==> src/rtl/iph_pkg.sv <==
// Types and constants of the protocol and port histogram unit
package iph_pkg;

  localparam int COUNT_W      = 32;
  localparam int OUT_W        = 32;
  localparam int PORT_BUCKETS = 1024;
  localparam int PORT_IDX_W   = $clog2(PORT_BUCKETS);
  localparam int PROTO_ENTRIES = 256;
  localparam int PROTO_IDX_W  = 8;
  localparam int IDX_W        = 10;
  localparam int POS_W        = 7;

  localparam logic [POS_W-1:0] ETH_TYPE_POS = 7'd12;
  localparam logic [POS_W-1:0] IP_START     = 7'd14;
  localparam logic [POS_W-1:0] PROTO_POS    = 7'd23;
  localparam logic [POS_W-1:0] POS_MAX      = 7'd127;
  localparam logic [7:0]       ETH_TYPE_HI  = 8'h08;
  localparam logic [7:0]       ETH_TYPE_LO  = 8'h00;
  localparam logic [7:0]       PROTO_TCP    = 8'd6;
  localparam logic [7:0]       PROTO_UDP    = 8'd17;

  typedef enum logic [1:0] {
    FN_BYTE     = 2'd0,
    FN_RD_PROTO = 2'd1,
    FN_RD_PORT  = 2'd2,
    FN_CLEAR    = 2'd3
  } func_t;

  typedef enum logic [2:0] {
    ST_INIT_CLEAR,
    ST_IDLE,
    ST_READ,
    ST_REPLY,
    ST_CMT_READ,
    ST_CMT_WRITE,
    ST_CLEAR,
    ST_CLR_REPLY
  } state_t;

  typedef struct packed {
    logic parse_byte;
    logic latch_cmd;
    logic rd_commit;
    logic commit_wr;
    logic clr_step;
    logic frame_clear;
    logic reply_clear;
  } iph_cmd_t;

  typedef struct packed {
    logic clr_last;
  } iph_stat_t;

endpackage

==> src/rtl/iph_ctrl.sv <==
// Controller state machine of the histogram unit
module iph_ctrl import iph_pkg::*; (
  input  logic      clk,
  input  logic      rst,
  input  logic      start,
  input  logic [1:0] func,
  input  logic      last_byte,
  input  iph_stat_t stat,
  output iph_cmd_t  cmd,
  output logic      busy,
  output logic      done
);

  state_t state, state_next;
  logic   accept;

  assign accept = start && (state == ST_IDLE);

  always_ff @(posedge clk) begin
    if (rst) begin
      state <= ST_INIT_CLEAR;
    end else begin
      state <= state_next;
    end
  end

  always_comb begin
    state_next = state;
    unique case (state)
      ST_INIT_CLEAR: if (stat.clr_last) state_next = ST_IDLE;
      ST_IDLE: begin
        if (accept) begin
          unique case (func)
            FN_BYTE:     if (last_byte) state_next = ST_CMT_READ;
            FN_RD_PROTO: state_next = ST_READ;
            FN_RD_PORT:  state_next = ST_READ;
            FN_CLEAR:    state_next = ST_CLEAR;
            default:     state_next = ST_IDLE;
          endcase
        end
      end
      ST_READ:      state_next = ST_REPLY;
      ST_REPLY:     state_next = ST_IDLE;
      ST_CMT_READ:  state_next = ST_CMT_WRITE;
      ST_CMT_WRITE: state_next = ST_IDLE;
      ST_CLEAR:     if (stat.clr_last) state_next = ST_CLR_REPLY;
      ST_CLR_REPLY: state_next = ST_IDLE;
      default:      state_next = ST_INIT_CLEAR;
    endcase
  end

  always_comb begin
    cmd  = '0;
    busy = 1'b1;
    done = 1'b0;
    unique case (state)
      ST_INIT_CLEAR: begin
        cmd.clr_step    = 1'b1;
        cmd.frame_clear = 1'b1;
      end
      ST_IDLE: begin
        busy = 1'b0;
        cmd.parse_byte = accept && (func == FN_BYTE);
        cmd.latch_cmd  = accept;
      end
      ST_READ: ;
      ST_REPLY: done = 1'b1;
      ST_CMT_READ: cmd.rd_commit = 1'b1;
      ST_CMT_WRITE: begin
        cmd.commit_wr   = 1'b1;
        cmd.frame_clear = 1'b1;
      end
      ST_CLEAR: begin
        cmd.clr_step    = 1'b1;
        cmd.frame_clear = 1'b1;
      end
      ST_CLR_REPLY: begin
        done            = 1'b1;
        cmd.reply_clear = 1'b1;
      end
      default: ;
    endcase
  end

endmodule

==> config.mk <==
export PLATFORM = sky130hd
export DESIGN_NAME = iph_ctrl
export DESIGN_NICKNAME = d
export VERILOG_FILES = /design/src/rtl/iph_pkg.sv /design/src/rtl/iph_ctrl.sv
export SDC_FILE = /design/constraint.sdc
export NUM_CORES = 1
export LEC_CHECK = 0
export BUFFER_PORTS_ARGS = -buffer_cell sky130_fd_sc_hd__buf_2
export CAP_MARGIN = 20
export CORE_AREA = 2 2 39 41
export DETAILED_ROUTE_END_ITERATION = 10
export DIE_AREA = 0 0 41 43
export SYNTH_ARGS = -nofsm -noshare
export SYNTH_HDL_FRONTEND = slang
export SYNTH_SLANG_ARGS = --single-unit
export TNS_END_PERCENT = 5
==> constraint.sdc <==
create_clock -name clk -period 1.34 [get_ports clk]
set_clock_uncertainty 0.1 [all_clocks]
set_input_delay 0 -clock clk [delete_from_list [all_inputs] [get_ports clk]]
set_output_delay 0 -clock clk [all_outputs]
set_load 0.03 [all_outputs]
# --- Word-level counts from Yosys, hierarchy flattened ---
# Index checks and enable logic that the tools add are counted.
totals:
  regBits: 3
classes:
  n_eq_ne: 14
  n_mux: 14
  n_reduce_logical: 10
op_table:
  columns: ["operator", "count"]
  rows:
  - ["one-hot mux 3 bit (6 select lines)", 1]
  - ["equality test 3 bit (second input constant)", 4]
  - ["2-to-1 mux 3 bit", 4]
  - ["one-hot mux 3 bit (3 select lines)", 1]
  - ["2-to-1 mux 1 bit", 7]
  - ["equality test 3 x 2 -> 1 bit (second input constant)", 2]
  - ["inequality test 2 bit (second input constant)", 3]
  - ["OR reduction 2 bit", 3]
  - ["OR reduction 3 bit", 2]
  - ["equality test 2 bit (second input constant)", 2]
  - ["AND reduction 4 bit", 1]
  - ["equality test 3 x 1 -> 1 bit (second input constant)", 1]
  - ["zero test 3 bit", 1]
  - ["inequality test 3 bit (second input constant)", 1]
  - ["equality test 2 x 1 -> 1 bit (second input constant)", 1]
  - ["logical AND 1 bit", 2]
  - ["zero test 2 bit", 1]
  - ["2-to-1 mux 2 bit", 1]

# --- Logic depth before layout (Yosys ltp) ---
# Gate-level depths: netlist of run 1.
logic_depth:
  depth_word: 5
  ltp_mapped: 6

# --- Worst setup path before layout of run 1 ---
# No wires, ideal clock.
synth_path:
  kind: "register to output"
  start: "register state[2]"
  end: "output cmd[1] in the netlist's numbering"
  arrival_time_ps: 1615
  setup_slack_ps: -375
  path_stages_with_launch: 4
  cell_sequence: "dfxtp_1 > and2b_1 > nor3_1 > or2_1"
synth_lines:
  columns: ["item", "line_no", "text"]
  rows:
  - ["start, declared", "iph_ctrl.sv:14", "state_t state, state_next;"]
  - ["start signal, assigned", "iph_ctrl.sv:23", "state <= state_next;"]
  - ["end, declared", "iph_ctrl.sv:9", "output iph_cmd_t cmd,"]

==> flow_summary.html, run 1 <==
<table>
<tr><th>Metric</th><th>Value</th></tr>
<tr><th colspan="2">Die</th></tr>
<tr><td>Row cnt</td><td>14</td></tr>
<tr><td>Chip height</td><td>43 um</td></tr>
<tr><td>Starting Density</td><td>between 10% and 20%</td></tr>
<tr><td>Area of the core region</td><td>~1400 sq um</td></tr>
<tr><td>I/O pins</td><td>16</td></tr>
<tr><td>Die Area</td><td>~1800 sq um</td></tr>
<tr><td>Horizontal die dimension</td><td>between 40 and 50 um</td></tr>
<tr><th colspan="2">Run status</th></tr>
<tr><td>Result of the run</td><td>finished, final reports clean</td></tr>
<tr><th colspan="2">Cells and area</th></tr>
<tr><td>Combined area of the multi-input logic cells</td><td>roughly 180 sq um</td></tr>
<tr><td>Max FFs per register</td><td>3</td></tr>
<tr><td>Total number of nets in the final design</td><td>64</td></tr>
<tr><td>Post-synthesis to final-layout area growth</td><td>80.4%</td></tr>
<tr><td>Top reg by flops</td><td>state</td></tr>
<tr><td>Biggest regs</td><td>state (3)</td></tr>
<tr><td>Ant. Diodes</td><td>0</td></tr>
<tr><td>Count of placed standard cells in the final layout, fillers left out</td><td>slightly above 70</td></tr>
<tr><td>Proportion of layout cells with a drive suffix above 1</td><td>a little under three fifths</td></tr>
<tr><td>Summed area of non-filler cells in the final layout</td><td>around 440 sq um</td></tr>
<tr><td>Sequential cell area</td><td>68.8 sq um</td></tr>
<tr><td>Number of filler instances in the final layout</td><td>~160</td></tr>
<tr><th colspan="2">STA</th></tr>
<tr><td>Count of endpoints failing setup in the final report</td><td>0</td></tr>
<tr><td>Shortest clock period the worst path allows after layout</td><td>between 1 and 1.5 ns</td></tr>
<tr><td>Maximum frequency from static timing analysis</td><td>around 0.76 GHz</td></tr>
<tr><td>Smallest setup slack after layout</td><td>about 0.024 ns</td></tr>
<tr><td>Relative slew slack</td><td>between 70% and 80%</td></tr>
<tr><td>RSZ-0062 raised after global routing</td><td>true</td></tr>
<tr><td>Fin crit share</td><td>a little over nine tenths</td></tr>
<tr><td>Least-Margin Pin Slew</td><td>approximately 0.35 ns</td></tr>
<tr><td>Number of hold violations in the final report</td><td>0</td></tr>
<tr><td>Count of final max-slew check failures</td><td>0</td></tr>
<tr><th colspan="2">Worst setup path</th></tr>
<tr><td>FF-to-FF setup slack</td><td>roughly 0.07 ns</td></tr>
<tr><td>Max FO, Critical Path</td><td>5</td></tr>
<tr><td>Arrival time reported for the critical path endpoint</td><td>about 1.2 ns</td></tr>
<tr><td>Req. time, crit path</td><td>between 1 and 1.5 ns</td></tr>
<tr><td>Category of the critical setup timing path</td><td>reg2out</td></tr>
<tr><td>Capturing element type of the critical path</td><td>output port</td></tr>
<tr><td>Category of the worst setup path launch point</td><td>register</td></tr>
<tr><th colspan="2">Routing</th></tr>
<tr><td>Number of iterations in the first detailed-routing pass</td><td>2</td></tr>
<tr><td>Initial DRC Count</td><td>4</td></tr>
<tr><td>DRC violation count after routing</td><td>0</td></tr>
<tr><td>Residual antenna-violating net count after detailed routing</td><td>0</td></tr>
<tr><td>Average wire per cell in the routed design</td><td>~8.3 um</td></tr>
<tr><td>Routed vias/inst</td><td>~4.3</td></tr>
<tr><td>Final WL</td><td>around 590 um</td></tr>
<tr><td>Vias</td><td>307</td></tr>
<tr><th colspan="2">CTS</th></tr>
<tr><td>Number of buffers created by CTS</td><td>3</td></tr>
<tr><td>Clock Tree Buf Depth</td><td>2</td></tr>
<tr><td>Post-CTS repair timing setup buffer count</td><td>0</td></tr>
<tr><td>Clock tree root driver cell</td><td>clkbuf_4</td></tr>
<tr><td>CTS sink count</td><td>3</td></tr>
<tr><td>Worst-Skew Late Latency</td><td>about 0.23 ns</td></tr>
<tr><td>Number of levels the H-tree was split into</td><td>1</td></tr>
<tr><td>Clock tree from TritonCTS</td><td>built</td></tr>
<tr><td>Register clock-pin slew on the reported worst setup and hold paths</td><td>about 0.040 ns</td></tr>
<tr><th colspan="2">Power</th></tr>
<tr><td>Internal power contribution</td><td>between 0.2 and 0.3 mW</td></tr>
<tr><td>Static leakage power</td><td>between 0.2 and 0.25 nW</td></tr>
<tr><td>Worst vdd ir</td><td>approximately 0.00035 V</td></tr>
<tr><td>PwrDens</td><td>~1100 nW/um^2</td></tr>
<tr><td>Reported net switching power</td><td>approximately 0.16 mW</td></tr>
<tr><td>Fraction of power spent switching nets</td><td>between 30% and 40%</td></tr>
<tr><td>Reg power frac</td><td>24.3%</td></tr>
<tr><td>Fraction of power consumed by the clock network</td><td>approximately a third</td></tr>
<tr><td>Combinational Power Share</td><td>between 40% and 50%</td></tr>
<tr><th colspan="2">Placement</th></tr>
<tr><td>Placed Instances</td><td>65</td></tr>
<tr><td>DP HPWL</td><td>~480 um</td></tr>
<tr><td>Routability Congestion</td><td>between 0.6 and 0.7</td></tr>
<tr><td>Post-Place Worst Slack</td><td>0.0123 ns</td></tr>
<tr><td>Buffers on Ports</td><td>15</td></tr>
<tr><td>Total placed instance area</td><td>363 sq um</td></tr>
<tr><th colspan="2">Yosys</th></tr>
<tr><td>Proportion of synthesized area in mux cells</td><td>0%</td></tr>
<tr><td>Leading cell types by total area after synthesis</td><td>dfxtp_1, and3_1, nor3_1</td></tr>
<tr><td>Cell type contributing the most total cell area after synthesis</td><td>dfxtp_1</td></tr>
<tr><td>Post-synth top area share</td><td>24.7%</td></tr>
<tr><td>Leading post-synthesis cells by instance count</td><td>inv_1, and3_1, dfxtp_1, nor3_1</td></tr>
<tr><td>Xor-xnor portion of the synthesized cell area</td><td>0%</td></tr>
<tr><td>Number of flops mapped to enable cells by yosys</td><td>0</td></tr>
<tr><td>Average footprint of a synthesized cell</td><td>roughly 7.4 sq um</td></tr>
<tr><td>Register bit total from synthesis</td><td>3</td></tr>
<tr><td>Simple logic cell fraction of the synthesized area</td><td>between 40% and 50%</td></tr>
<tr><td>Number of instances in the synthesized netlist</td><td>33</td></tr>
<tr><td>Warnings, synthesis</td><td>0</td></tr>
<tr><td>Count of unique library cells instantiated by Yosys</td><td>21</td></tr>
<tr><td>Sequential area share after synthesis</td><td>about 25%</td></tr>
<tr><td>Combinational family with the most area after synthesis</td><td>simple AND/OR/NAND/NOR gates</td></tr>
<tr><td>Most used standard cell by instance count after synthesis</td><td>inv_1</td></tr>
<tr><td>Share of synthesized cell area in full adder, half adder and majority cells</td><td>5.15%</td></tr>
<tr><td>Most used DFF post-synth</td><td>dfxtp_1</td></tr>
<tr><td>Syn Nets</td><td>roughly 40</td></tr>
<tr><td>Share of flip-flops with an asynchronous set or reset after synthesis</td><td>0%</td></tr>
<tr><td>Area of the mapped netlist</td><td>about 240 sq um</td></tr>
<tr><td>Compound-Gate Fraction of Synth Area</td><td>roughly 14%</td></tr>
<tr><th colspan="2">Global routing</th></tr>
<tr><td>Global-route wire length before repair</td><td>slightly below 1000 um</td></tr>
<tr><td>Total grt overflow</td><td>0</td></tr>
<tr><td>Global-route usage over all layers</td><td>under 10%</td></tr>
<tr><td>Number of global-route vias before repair</td><td>around 270</td></tr>
<tr><td>Initial antenna violation count</td><td>0</td></tr>
<tr><td>Largest net degree at the start of global routing</td><td>9</td></tr>
<tr><th colspan="2">Hold path</th></tr>
<tr><td>Hold Crit Class</td><td>in2reg</td></tr>
<tr><th colspan="2">Run</th></tr>
<tr><td>Number of max-capacitance violations reported</td><td>0</td></tr>
</table>
[worst paths after layout]
check            start        to  cells past startpoint
max           state[2]    cmd[1]                      4
min reg2reg   state[1]  state[1]                      2
min          last_byte  state[0]                      4
max reg2reg   state[1]  state[2]                      5
[per-stage QoR]
stage	setup TNS (ns)	hold WS [ns]	power (mW)	util (%)
after global routing	-0.0617	0.128	0.497	31.6
after global placement	0	0.0952	0.283	26.2
final	0	0.0810	0.460	31.6
after CTS	-0.0152	0.0783	0.467	31.3
after detailed placement	0	0.0937	0.283	26.2
after floorplan	0	-0.0309	0.233	-
[cell type report]
| cell class | instances | share of cell area (%) |
|---|---|---|
| tap | 16 | 4.57 |
| inverter | 5 | 4.29 |
| multi-input combinational | 24 | 41.4 |
| timing repair buffer | 19 | 28.0 |
| clock buffer | 4 | 6.00 |
| sequential | 3 | 15.7 |
[power groups by stage]
stage | Sequential (mW) | Clock [mW] | Combinational (mW)
after CTS | 0.111 | 0.168 | 0.188
after detailed placement | 0.111 | 0 | 0.172
after global routing | 0.114 | 0.175 | 0.208
after global placement | 0.111 | 0 | 0.171
after floorplan | 0.106 | 0 | 0.127
final | 0.112 | 0.159 | 0.189
[repair_timing]
action,CTS,global route
endpoints found under the hold margin,3,0
cloned,0,0
resized for setup,10,2
setup endpoints to repair,3,3
pin swaps,1,2
hold buffers,2,0
[critical path, stage by stage (launching register included)]
cell and delay (ns):
dfxtp_4 0.35, and2b_2 0.25, nor3_4 0.04, or2_1 0.21
buf_6 0.14
[cells in the final DEF, fill, tap and decap left out, types with 2 or more instances in the layout]
cell type | netlist | final
buf_2 | 1 | 13
nor2_1 | 2 | 2
dlygate4sd3_1 | 0 | 2
inv_1 | 4 | 4
buf_6 | 0 | 2
clkbuf_4 | 0 | 3
buf_4 | 0 | 2
dfxtp_4 | 0 | 2
and2_4 | 1 | 2
nor3_1 | 3 | 2
and3_1 | 3 | 3
[cells by family after synthesis]
group,Yosys count
and+or+nand+nor,18
AOI/OAI and AO/OA,5
buffers and inverters,6
DFF,3
adders and majority gates,1
[routing by layer]
metal  routed length (um)  global-route usage (%)
met5                    0                       0
met4                    0                    6.00
met3                   43                    6.28
met2                  317                    13.4
met1                  229                    7.69
No activity file was read; power rests on OpenSTA's default activity.
==> run 2, diff against run 1 <==
==> constraint.sdc (replaced) <==
create_clock -name clk -period 1.15 [get_ports clk]
set_clock_uncertainty 0.1 [all_clocks]
set_input_delay 0.115 -clock clk [delete_from_list [all_inputs] [get_ports clk]]
set_output_delay 0.115 -clock clk [all_outputs]
set_load 0.03 [all_outputs]
==> flow_summary.html, run 2 (same netlist as run 1, synthesis figures left out) <==
<table>
<tr><th>Metric</th><th>Value</th></tr>
<tr><th colspan="2">CTS</th></tr>
<tr><td>Clock tree root driver cell</td><td>clkbuf_4</td></tr>
<tr><td>Register clock-pin slew on the reported worst setup and hold paths</td><td>around 0.040 ns</td></tr>
<tr><td>Clock Tree Buf Depth</td><td>2</td></tr>
<tr><td>Number of levels the H-tree was split into</td><td>1</td></tr>
<tr><td>Worst-Skew Late Latency</td><td>about 0.23 ns</td></tr>
<tr><td>Number of buffers created by CTS</td><td>3</td></tr>
<tr><td>Clock tree from TritonCTS</td><td>built</td></tr>
<tr><td>CTS sink count</td><td>3</td></tr>
<tr><th colspan="2">Routing</th></tr>
<tr><td>Number of iterations in the first detailed-routing pass</td><td>4</td></tr>
<tr><td>Residual antenna-violating net count after detailed routing</td><td>0</td></tr>
<tr><td>DRC violation count after routing</td><td>0</td></tr>
<tr><td>Average wire per cell in the routed design</td><td>a little over 8 um</td></tr>
<tr><td>Initial DRC Count</td><td>5</td></tr>
<tr><td>Routed vias/inst</td><td>around 4.2</td></tr>
<tr><td>Vias</td><td>between 300 and 400</td></tr>
<tr><td>Final WL</td><td>628 um</td></tr>
<tr><th colspan="2">Power</th></tr>
<tr><td>Pwr Total</td><td>~0.6 mW</td></tr>
<tr><td>Static leakage power</td><td>approximately 0.27 nW</td></tr>
<tr><td>Worst vdd ir</td><td>a little under 0.0004 V</td></tr>
<tr><td>PwrDens</td><td>between 1000 and 1500 nW/um^2</td></tr>
<tr><th colspan="2">Global routing</th></tr>
<tr><td>Total grt overflow</td><td>0</td></tr>
<tr><td>Number of global-route vias before repair</td><td>around 300</td></tr>
<tr><td>Global-route usage over all layers</td><td>9.73%</td></tr>
<tr><td>Global-route wire length before repair</td><td>~1100 um</td></tr>
<tr><td>Largest net degree at the start of global routing</td><td>7</td></tr>
<tr><td>Initial antenna violation count</td><td>0</td></tr>
<tr><th colspan="2">Die</th></tr>
<tr><td>Row cnt</td><td>14</td></tr>
<tr><td>Horizontal die dimension</td><td>roughly 41 um</td></tr>
<tr><td>Die Area</td><td>roughly 1800 sq um</td></tr>
<tr><td>Starting Density</td><td>approximately 18%</td></tr>
<tr><td>I/O pins</td><td>16</td></tr>
<tr><td>Area of the core region</td><td>1380 sq um</td></tr>
<tr><td>Chip height</td><td>approximately 43 um</td></tr>
<tr><th colspan="2">STA</th></tr>
<tr><td>Final-layout setup total negative slack</td><td>-2.12 ns</td></tr>
<tr><td>Shortest clock period the worst path allows after layout</td><td>about 1.4 ns</td></tr>
<tr><td>Smallest setup slack after layout</td><td>-0.296 ns</td></tr>
<tr><td>Relative slew slack</td><td>between 70% and 80%</td></tr>
<tr><td>Count of final max-slew check failures</td><td>0</td></tr>
<tr><td>Fin crit share</td><td>126%</td></tr>
<tr><td>Number of hold violations in the final report</td><td>0</td></tr>
<tr><td>Maximum frequency from static timing analysis</td><td>roughly 0.69 GHz</td></tr>
<tr><td>Final hold slack</td><td>about 0.071 ns</td></tr>
<tr><td>Least-Margin Pin Slew</td><td>roughly 0.34 ns</td></tr>
<tr><td>Count of endpoints failing setup in the final report</td><td>12</td></tr>
<tr><td>RSZ-0062 raised after global routing</td><td>true</td></tr>
<tr><th colspan="2">Worst setup path</th></tr>
<tr><td>Req. time, crit path</td><td>roughly 0.94 ns</td></tr>
<tr><td>Arrival time reported for the critical path endpoint</td><td>between 1 and 1.5 ns</td></tr>
<tr><td>Capturing element type of the critical path</td><td>output port</td></tr>
<tr><td>Max FO, Critical Path</td><td>4</td></tr>
<tr><td>Category of the critical setup timing path</td><td>reg2out</td></tr>
<tr><td>Category of the worst setup path launch point</td><td>register</td></tr>
<tr><th colspan="2">Hold path</th></tr>
<tr><td>Hold Crit Class</td><td>in2reg</td></tr>
<tr><th colspan="2">Cells and area</th></tr>
<tr><td>Count of placed standard cells in the final layout, fillers left out</td><td>77</td></tr>
<tr><td>Top reg by flops</td><td>state</td></tr>
<tr><td>Max FFs per register</td><td>3</td></tr>
<tr><td>Biggest regs</td><td>state (3)</td></tr>
<tr><td>Ant. Diodes</td><td>0</td></tr>
<tr><td>Most frequent cells in the layout</td><td>buf_4, buf_6, buf_2, inv_1, clkbuf_4</td></tr>
<tr><td>Total number of nets in the final design</td><td>70</td></tr>
<tr><td>Final cell utilization of the core</td><td>about two fifths</td></tr>
<tr><td>Post-synthesis to final-layout area growth</td><td>123%</td></tr>
<tr><td>Proportion of layout cells with a drive suffix above 1</td><td>around 66%</td></tr>
<tr><th colspan="2">Placement</th></tr>
<tr><td>DP HPWL</td><td>between 500 and 600 um</td></tr>
<tr><td>Routability Congestion</td><td>0.692</td></tr>
<tr><td>Buffers on Ports</td><td>15</td></tr>
<tr><td>Placed Instances</td><td>slightly above 70</td></tr>
<tr><th colspan="2">Run</th></tr>
<tr><td>Number of max-capacitance violations reported</td><td>0</td></tr>
<tr><th colspan="2">Run status</th></tr>
<tr><td>Result of the run</td><td>finished, violations left</td></tr>
<tr><td>Failing checks</td><td>setup timing</td></tr>
</table>
[run 2: cell types whose count changed in the layout (fill, tap and decap cells not counted), sizes merged]
cell | previous run | this run
buf | 17 | 24
dlygate4sd3 | 2 | 1
[run 2: critical path: stages, from the launching register on]
cell	delay [ns]
dfxtp_2	0.33
nor2b_4	0.14
and2_4	0.16
or2_4	0.24
buf_6	0.13
[run 2: final cells by class]
class | instances | area, sq um
clock buffers | 4 | 26.3
flip-flops and latches | 3 | 68.8
inverters | 5 | 18.8
fillers | 146 | 843
repair buffers | 25 | 209
well taps | 16 | 20.0
multi-input cells | 24 | 198
[run 2: final timing paths]
kind,startpoint,to,slack (ns),depth (start not counted)
max,state[2],cmd[1],-0.30,4
min,stat,state[1],0.07,4
max reg2reg,state[2],state[1],-0.18,5
min reg2reg,state[1],state[1],0.41,2
[run 2: metrics by stage]
stage          instance area (sq um)  setup WS (ns)
6_report                         541         -0.296
5_1_grt                          541         -0.335
4_1_cts                          538         -0.310
3_5_place_dp                     415         -0.196
3_3_place_gp                     415         -0.173
2_1_floorplan                    265         -0.190
[run 2: routing by layer]
metal	part of all wire [%]	vias up	global-route usage (%)	wire length (um)
li1	-	169	-	-
met4	2.5	0	8.00	16
met1	41	141	8.33	256
met5	0	-	0	0
met3	6.2	2	6.28	39
met2	50	11	14.7	315
[run 2: power by group]
part	switching [mW]	leakage, nW	internal [mW]
clock	0.0541	0.0150	0.130
combinational	0.132	0.227	0.150
sequential	0.0175	0.0264	0.116
[run 2: timing repair]
action | 4_1_cts | 5_1_grt
resized for setup | 26 | 1
pin swaps | 2 | 1
endpoints found under the hold margin | 3 | 0
hold buffers | 1 | 0
cloned | 0 | 0
setup buffers | 1 | 0
setup endpoints to repair | 12 | 12
